`config.mk`:
```
export PLATFORM = sky130hd
export DESIGN_NAME = gas_ctrl
export DESIGN_NICKNAME = d
export VERILOG_FILES = /design/src/rtl/gas_pkg.sv /design/src/rtl/gas_ctrl.sv
export SDC_FILE = /design/constraint.sdc
export NUM_CORES = 1
export LEC_CHECK = 0
export BUFFER_PORTS_ARGS = -buffer_cell sky130_fd_sc_hd__buf_2
export CAP_MARGIN = 20
export CORE_MARGIN = 2
export CORE_UTILIZATION = 50
export DETAILED_ROUTE_END_ITERATION = 8
export PLACE_DENSITY = 0.77
export SETUP_SLACK_MARGIN = 0.02
export SYNTH_ARGS = -nofsm -noshare
export SYNTH_HDL_FRONTEND = slang
export SYNTH_SLANG_ARGS = --single-unit
```
`constraint.sdc`:
```
create_clock -name clk -period 2.6 [get_ports clk]
set_clock_uncertainty 0.05 [all_clocks]
set_input_delay 0.52 -clock clk [delete_from_list [all_inputs] [get_ports clk]]
set_output_delay 0.52 -clock clk [all_outputs]
set_load 0.005 [all_outputs]
```
`src/rtl/gas_pkg.sv`:
```
// Shared constants, codes and control types of the goal approach supervisor.
package gas_pkg;

  localparam int MAX_POINTS = 256;
  localparam int IDX_W      = $clog2(MAX_POINTS);
  localparam int CNT_W      = $clog2(MAX_POINTS + 1);

  localparam int CFG_IDX_W  = 3;
  localparam int CFG_DATA_W = 32;

  localparam logic [CFG_IDX_W-1:0] CFG_XY_TOL   = 3'd0;
  localparam logic [CFG_IDX_W-1:0] CFG_HEAD_TOL = 3'd1;
  localparam logic [CFG_IDX_W-1:0] CFG_BAND     = 3'd2;
  localparam logic [CFG_IDX_W-1:0] CFG_DECEL    = 3'd3;
  localparam logic [CFG_IDX_W-1:0] CFG_TIMEOUT  = 3'd4;
  localparam logic [CFG_IDX_W-1:0] CFG_TURN_MAX = 3'd5;

  localparam logic [1:0] CMD_CLEAR  = 2'd0;
  localparam logic [1:0] CMD_APPEND = 2'd1;
  localparam logic [1:0] CMD_STEP   = 2'd2;
  localparam logic [1:0] CMD_RESET  = 2'd3;

  localparam logic [2:0] PH_OUTSIDE  = 3'd0;
  localparam logic [2:0] PH_APPROACH = 3'd1;
  localparam logic [2:0] PH_ALIGN    = 3'd2;
  localparam logic [2:0] PH_REACHED  = 3'd3;
  localparam logic [2:0] PH_TIMEOUT  = 3'd4;

  // operand pairs for the squared-distance unit
  localparam logic [1:0] SEL_RAM_ROBOT  = 2'd0;
  localparam logic [1:0] SEL_RAM_PREV   = 2'd1;
  localparam logic [1:0] SEL_PREV_ROBOT = 2'd2;

  localparam logic [4:0] LAST_TERM    = 5'd5;
  localparam logic [4:0] LAST_SQ_STEP = 5'd31;

  // square of the largest 32-bit root; at or above it the root reads as all ones
  localparam logic [65:0] SQ_SAT = 66'h0_FFFF_FFFE_0000_0001;

  localparam logic signed [16:0] PI_Q     = 17'sd25736;
  localparam logic signed [16:0] TWO_PI_Q = 17'sd51472;

  typedef struct packed {
    logic             clr_path;
    logic             append;
    logic             rst_latch;
    logic             step_ld;
    logic             rd_en;
    logic [IDX_W-1:0] rd_addr;
    logic             ld_ops;
    logic [1:0]       ld_sel;
    logic             prev_ld;
    logic             mul_go;
    logic [2:0]       term;
    logic             best_ld;
    logic             arc_clr;
    logic             sq_ld;
    logic             sq_spd;
    logic             sq_step;
    logic             arc_add;
    logic             dist_ld;
    logic             speed_ld;
    logic             herr_ld;
    logic             spmul;
    logic             out_ld;
  } gas_cmd_t;

  typedef struct packed {
    logic [CNT_W-1:0] count;
    logic             closer;
    logic             need_speed;
  } gas_sts_t;

endpackage

```
`src/rtl/gas_ctrl.sv`:
```
// Sequencer: walks the path store and drives the shared multiply and root units.
module gas_ctrl
  import gas_pkg::*;
(
  input  logic       clk,
  input  logic       rst_n,
  input  logic       in_valid,
  input  logic [1:0] in_cmd,
  output logic       in_ready,
  input  logic       out_ready,
  output logic       out_valid,
  input  gas_sts_t   sts,
  output gas_cmd_t   cmd
);

  localparam logic [3:0] S_IDLE  = 4'd0;
  localparam logic [3:0] S_RD    = 4'd1;
  localparam logic [3:0] S_LD    = 4'd2;
  localparam logic [3:0] S_MUL   = 4'd3;
  localparam logic [3:0] S_ACC   = 4'd4;
  localparam logic [3:0] S_NCMP  = 4'd5;
  localparam logic [3:0] S_SQLD  = 4'd6;
  localparam logic [3:0] S_SQ    = 4'd7;
  localparam logic [3:0] S_POST  = 4'd8;
  localparam logic [3:0] S_DEC   = 4'd9;
  localparam logic [3:0] S_SPMUL = 4'd10;
  localparam logic [3:0] S_FIN   = 4'd11;

  localparam logic [2:0] JOB_NEAR  = 3'd0;
  localparam logic [2:0] JOB_ARCP  = 3'd1;
  localparam logic [2:0] JOB_ARC   = 3'd2;
  localparam logic [2:0] JOB_GOAL  = 3'd3;
  localparam logic [2:0] JOB_SPEED = 3'd4;

  logic [3:0]       state_r, state_nxt;
  logic [2:0]       job_r, job_nxt;
  logic [CNT_W-1:0] i_r, i_nxt;
  logic [4:0]       cnt_r, cnt_nxt;
  logic [IDX_W-1:0] best_i_r, best_i_nxt;
  logic             out_vld_r, out_vld_nxt;
  logic [CNT_W-1:0] i_inc;
  logic             more;

  assign i_inc = i_r + CNT_W'(1);
  assign more  = i_inc < sts.count;

  always_comb begin
    state_nxt  = state_r;
    job_nxt    = job_r;
    i_nxt      = i_r;
    cnt_nxt    = cnt_r;
    best_i_nxt = best_i_r;
    cmd        = '0;
    cmd.rd_addr = i_r[IDX_W-1:0];
    cmd.term    = cnt_r[2:0];
    cmd.sq_spd  = (job_r == JOB_SPEED);

    unique case (state_r)
      S_IDLE: begin
        if (in_valid) begin
          unique case (in_cmd)
            CMD_CLEAR:  cmd.clr_path  = 1'b1;
            CMD_APPEND: cmd.append    = 1'b1;
            CMD_RESET:  cmd.rst_latch = 1'b1;
            CMD_STEP: begin
              cmd.step_ld = 1'b1;
              i_nxt       = '0;
              job_nxt     = JOB_NEAR;
              state_nxt   = (sts.count == '0) ? S_DEC : S_RD;
            end
            default: ;
          endcase
        end
      end
      S_RD: begin
        cmd.rd_en = 1'b1;
        state_nxt = S_LD;
      end
      S_LD: begin
        cnt_nxt = '0;
        unique case (job_r)
          JOB_NEAR: begin
            cmd.ld_ops = 1'b1;
            cmd.ld_sel = SEL_RAM_ROBOT;
            state_nxt  = S_MUL;
          end
          JOB_ARCP: begin
            cmd.prev_ld = 1'b1;
            i_nxt       = i_inc;
            job_nxt     = more ? JOB_ARC : JOB_GOAL;
            state_nxt   = more ? S_RD : S_LD;
          end
          JOB_ARC: begin
            cmd.ld_ops  = 1'b1;
            cmd.ld_sel  = SEL_RAM_PREV;
            cmd.prev_ld = 1'b1;
            state_nxt   = S_MUL;
          end
          default: begin
            cmd.ld_ops = 1'b1;
            cmd.ld_sel = SEL_PREV_ROBOT;
            state_nxt  = S_MUL;
          end
        endcase
      end
      S_MUL: begin
        cmd.mul_go = 1'b1;
        cnt_nxt    = cnt_r + 5'd1;
        if (cnt_r == LAST_TERM) begin
          state_nxt = S_ACC;
        end
      end
      S_ACC: begin
        state_nxt = (job_r == JOB_NEAR) ? S_NCMP : S_SQLD;
      end
      S_NCMP: begin
        if (i_r == '0 || sts.closer) begin
          cmd.best_ld = 1'b1;
          best_i_nxt  = i_r[IDX_W-1:0];
        end
        state_nxt = S_RD;
        if (more) begin
          i_nxt = i_inc;
        end else begin
          cmd.arc_clr = 1'b1;
          i_nxt       = {1'b0, best_i_nxt};
          job_nxt     = JOB_ARCP;
        end
      end
      S_SQLD: begin
        cmd.sq_ld = 1'b1;
        cnt_nxt   = '0;
        state_nxt = S_SQ;
      end
      S_SQ: begin
        cmd.sq_step = 1'b1;
        cnt_nxt     = cnt_r + 5'd1;
        if (cnt_r == LAST_SQ_STEP) begin
          state_nxt = S_POST;
        end
      end
      S_POST: begin
        unique case (job_r)
          JOB_ARC: begin
            cmd.arc_add = 1'b1;
            i_nxt       = i_inc;
            job_nxt     = more ? JOB_ARC : JOB_GOAL;
            state_nxt   = more ? S_RD : S_LD;
          end
          JOB_GOAL: begin
            cmd.dist_ld = 1'b1;
            state_nxt   = S_DEC;
          end
          default: begin
            cmd.speed_ld = 1'b1;
            state_nxt    = S_FIN;
          end
        endcase
      end
      S_DEC: begin
        cmd.herr_ld = 1'b1;
        state_nxt   = sts.need_speed ? S_SPMUL : S_FIN;
      end
      S_SPMUL: begin
        cmd.spmul = 1'b1;
        job_nxt   = JOB_SPEED;
        state_nxt = S_SQLD;
      end
      S_FIN: begin
        if (!out_vld_r || out_ready) begin
          cmd.out_ld = 1'b1;
          state_nxt  = S_IDLE;
        end
      end
      default: state_nxt = S_IDLE;
    endcase

    if (cmd.out_ld) begin
      out_vld_nxt = 1'b1;
    end else if (out_ready) begin
      out_vld_nxt = 1'b0;
    end else begin
      out_vld_nxt = out_vld_r;
    end
  end

  always_ff @(posedge clk) begin
    if (!rst_n) begin
      state_r   <= S_IDLE;
      job_r     <= JOB_NEAR;
      i_r       <= '0;
      cnt_r     <= '0;
      best_i_r  <= '0;
      out_vld_r <= 1'b0;
    end else begin
      state_r   <= state_nxt;
      job_r     <= job_nxt;
      i_r       <= i_nxt;
      cnt_r     <= cnt_nxt;
      best_i_r  <= best_i_nxt;
      out_vld_r <= out_vld_nxt;
    end
  end

  assign in_ready  = (state_r == S_IDLE);
  assign out_valid = out_vld_r;

endmodule

```
After elaboration in Yosys (flattened, before gate mapping)
Cells that the tools add are included.

Output and inout port bits: 34. Register bits after elaboration: 30. Word-level logic and storage cells: 109. Bits of input ports: 17.

Order comparisons: 1. Eq/ne operators: 28. Reductions and logical operators: 19. Muxes and demuxes: 53. $add $sub $neg: 2.

Operator list (number): 4-bit one-hot mux with 12 select lines (1); 9-bit two-way mux (5); 4-bit two-way mux (9); 9-bit one-hot mux with 4 select lines (1); 1-bit two-way mux (22); 9-bit zero test (2); 3-bit two-way mux (6); 4-bit by 3-bit == test with 1-bit output (second input constant) (4); 4-bit == test (second input constant) (4); 3-bit one-hot mux with 5 select lines (1); 2-bit != test (second input constant) (5); 5-bit one-hot mux with 2 select lines (1); 5-bit AND reduction (2); 9-bit by 1-bit adder with 9-bit output (second input constant) (1); 9-bit less-than comparator (1); 3-bit one-hot mux with 3 select lines (1); 4-bit by 2-bit == test with 1-bit output (second input constant) (2); 2-bit two-way mux (4); 8-bit two-way mux (1); 4-bit one-hot mux with 2 select lines (1); 2-bit OR reduction (4); 3-bit by 2-bit == test with 1-bit output (second input constant) (2); 2-bit by 1-bit != test with 1-bit output (second input constant) (3); 6-bit AND reduction (1); 16 further kinds (19).

Longest topological paths before layout
Word-level depth: 5. Mapped depth: 12. Gate-level depth less buffers: 12.

Worst setup path before layout
OpenSTA, ideal clock, no wires.

Kind: register to register. From: register i_r[0]. To: register i_r[4]. Path buffers: 0. Period minus slack after synthesis: 2.854 ns. Library setup time: 0.120 ns. Data arrival time: 2.684 ns. Required time: 2.430 ns. Stages on the path, launching flop included: 13. Slack: -0.254 ns. Cells stage by stage: dfxtp_1 -> ha_1 -> and3_1 -> nand3_1 -> nor2_1 -> xor2_1 -> ha_1 -> nand4_1 -> nor2_1 -> a211oi_1 -> a21oi_1 -> o32ai_1 -> a211o_1.

Cells in the longest elaborated chain, start to end: 5. Elaborated cells on any way between the ends: 9. Classes of those cells: add/sub: 1; order compare: 1; mux: 5; reduce/logical: 2.

RTL lines: from (decl) (RTL line gas_ctrl.sv:37) `logic [CNT_W-1:0] i_r, i_nxt;`; from (signal assigned) (RTL line gas_ctrl.sv:198) `i_r <= i_nxt;`; parallel branches: the longest is 4 deep, another holds 9-bit by 1-bit adder with 9-bit output; 9-bit one-hot mux with 4 select lines (*) (RTL line gas_ctrl.sv:58) `unique case (state_r)`.

Mark *: on every way between the ends. The select of a mux whose other input is x is not followed. A chain may end at the register's enable or synchronous reset.

==> flow_metrics.tcl <==
set metrics [dict create \
    grt_start_max_net_pins 18 \
    synth_compound_area_share_pct 20.1 \
    io_buffers 50 \
    hpwlAfterDp_microns 4710 \
    drc 0 \
    num_io_pins 51 \
    grt_use_met2_pct 41.1 \
    drt-pass1-iter-count 4 \
    viasPerCell 5.85 \
    grt_use_total_pct 25.6 \
    path_clk_slew_ns 0.06 \
    synth-simple-area-share_pct 31.4 \
    multi_input_area_sq_um 1780 \
    drive_above_1_share_pct 37.3 \
    insertion_delay_ns 0.29 \
    fin_crit_ns 2.99 \
    violations "negative setup slack" \
    grt_pass1_wl_microns 10900 \
    syn_avg_cell_area_sq_um 7.55 \
    slowest_delay_ns 0.37 \
    place_area_sq_um 2800 \
    tightest_slew_ns 0.700 \
    hold_viol_final 0 \
    slowest_stage "dfxtp_4" \
    synth_common_cells "nor2_1 (45), dfxtp_1 (30), a21oi_1 (26), nand2_1 (20), inv_1 (17)" \
    cp.required_ns 2.03 \
    tns_ns -1.84 \
    grt_pass1_vias 2376 \
    critPathTopFamily "compound AO/OA/AOI/OAI gates" \
    initial_utilization_pct 51.3 \
    n_fill_cell 371 \
    path_cells "ha_4, and3_4, nand3_4, nor2_4, xor2_2, ha_1, a21oi_2, o21ai_2, a211oi_2, nor2_1, buf_2" \
    cts_buffer_depth 2 \
    wl_per_cell_microns 16.2 \
    cts_sinks 30 \
    total_power_mw 1.70 \
    area_growth_pct 31.9 \
    drtIter0Drc 149 \
    min_period_over_period_pct 115 \
    synth.most_common_cell "nor2_1" \
    slew_viol_final 0 \
    path_buf_inv 1 \
    synth-edff-count 0 \
    grt.met3_usage_pct 4.66 \
    regArea_sq_um 609 \
    antenna_found_initial 0 \
    synth_flop_cell "dfxtp_1" \
    antenna_cells 0 \
    synth_top_family_by_area "simple AND/OR/NAND/NOR gates" \
    critPathKind "flop to output pin" \
    dieArea_sq_um 5390 \
    p_leak_nw 1.37 \
    ys.warnings.count 0 \
    synth-async-reset-ratio_pct 0 \
    clockRootBuffer "clkbuf_8" \
    htree_levels 2 \
    synth_largest_area_cell "dfxtp_1" \
    dpl_worst_slack_ns -0.118 \
    synthXorXnorAreaFrac_pct 2.55 \
    finalSetupViolations 10 \
    gp_congestion 0.917 \
    ys_types 58 \
    status "finished with violations" \
    peakVddDrop_uv 368 \
    powerDensity_nw_per_um2 535 \
    die_x_microns 73.4 \
    cp-start-kind "flop" \
    drtAntennaViolNets 0 \
    via_count 2555 \
    yosysSeqAreaShare_pct 24.9 \
    final_net_count 413 \
    slew_headroom_pct 52.1 \
    endpoint_kind "output pin" \
    maxCapViolCount 0 \
    hold_buffers 0 \
    synthesis.nets 349 \
    overflow 0 \
    synthMuxAreaShare_pct 3.74 \
    grt_use_met1_pct 34.3 \
    die_h_microns 73.4 \
    rows 25 \
    synth_area_sq_um 2410 \
    synth_area_leaders "dfxtp_1 (25%), nor2_1 (7.0%), ha_1 (6.8%)" \
    post-route-util_pct 67.7 \
    cts_buffers 5 \
    fin_ws_ns -0.391 \
    syn_inst 319 \
    max_freq_ghz 0.334 \
    synthAdderAreaFrac_pct 6.76 \
    wl_microns 7070 \
    cts_tree "built" \
    worstHoldPathType "flop to flop" \
    rsz0062_at_grt "yes" \
    design_area_sq_um 3180 \
    grt-busiest-layer "met2" \
    crit_arrival_ns 2.42 \
    path_max_fanout 3 \
    r2r_slack_ns -0.28 \
    synth-seq-cells 30 \
    yosys.area.top_type_share_pct 24.9 \
    core_sq_um 4690 \
]
[worst reg2reg max path: stages, from the launching register on]
cell and delay [ns]:
dfxtp_4 0.37, ha_4 0.13, and3_4 0.19, nand3_4 0.09
nor2_4 0.12, xor2_2 0.15, ha_1 0.29, a21oi_2 0.18
o21ai_2 0.09, a211oi_2 0.28, buf_4 0.18, a21oi_4 0.06
buf_12 0.18, o32ai_4 0.31, a211o_1 0.16
[layout by cell type (no fill, tap or decap), drive strengths merged, types with 13 or more instances in the layout]
cell type	netlist	routed
a21oi	26	26
o21ai	13	13
buf	20	89
nor3	13	13
ha	13	13
nand2	22	22
inv	17	17
dfxtp	30	30
nor2	47	47
[routing by layer]
layer / wire (microns) / part of all wire [%] / up-vias
li1: - / - / 1253
met1: 3200 / 45 / 1214
met2: 3350 / 47 / 71
met3: 295 / 4.2 / 17
met4: 235 / 3.3 / 0
met5: 0 / 0 / -
[what timing repair did]
item                       in CTS  in global routing
resized for setup              19                 17
pin swaps                      21                 20
setup endpoints to repair      12                 16
setup buffers                   6                  7
[where the power goes]
part           internal, mW  switching (mW)  total, mW
clock                 0.210           0.181      0.391
combinational         0.310           0.459      0.769
sequential            0.482          0.0577      0.539
total                  1.00           0.697       1.70
[final timing paths]
check                start  endpoint  cells past startpoint
setup reg to reg    i_r[1]    i_r[4]                     14
hold / removal    cnt_r[4]  cnt_r[4]                      2
hold reg to reg   cnt_r[4]  cnt_r[4]                      2
setup / recovery    i_r[1]    cmd[9]                     11
[sequential cells by signal (all words and copies together) (netlist names)]
signal,count
cnt_r,5
i_r,9
out_valid,1
state_r,4
job_r,3
best_i_r,8
[kinds of logic after synthesis]
| family | count (synthesis) |
|---|---|
| AND/OR/NAND/NOR | 139 |
| AO/OA/AOI/OAI | 72 |
| buffers and inverters | 49 |
| flip-flops | 30 |
| adder cells (fa/ha/maj) | 13 |
| multiplexers | 9 |
| XOR/XNOR | 7 |
[per-stage QoR]
| stage | hold slack, ns | std cells |
|---|---|---|
| 4_1_cts | 0.429 | 431 |
| 3_5_place_dp | 0.424 | 418 |
| 3_3_place_gp | 0.413 | 418 |
| 6_report | 0.436 | 437 |
| 2_1_floorplan | 0.399 | 319 |
| 5_1_grt | 0.469 | 437 |
[layout make-up]
cell class | instances | share of cell area (%)
Clock buffer | 7 | 2.72
Inverter | 17 | 2.01
Multi-Input combinational cell | 240 | 56.0
Sequential cell | 30 | 19.2
Tap cell | 54 | 2.13
Timing Repair Buffer | 89 | 18.0
No activity file was read; power rests on OpenSTA's default activity.
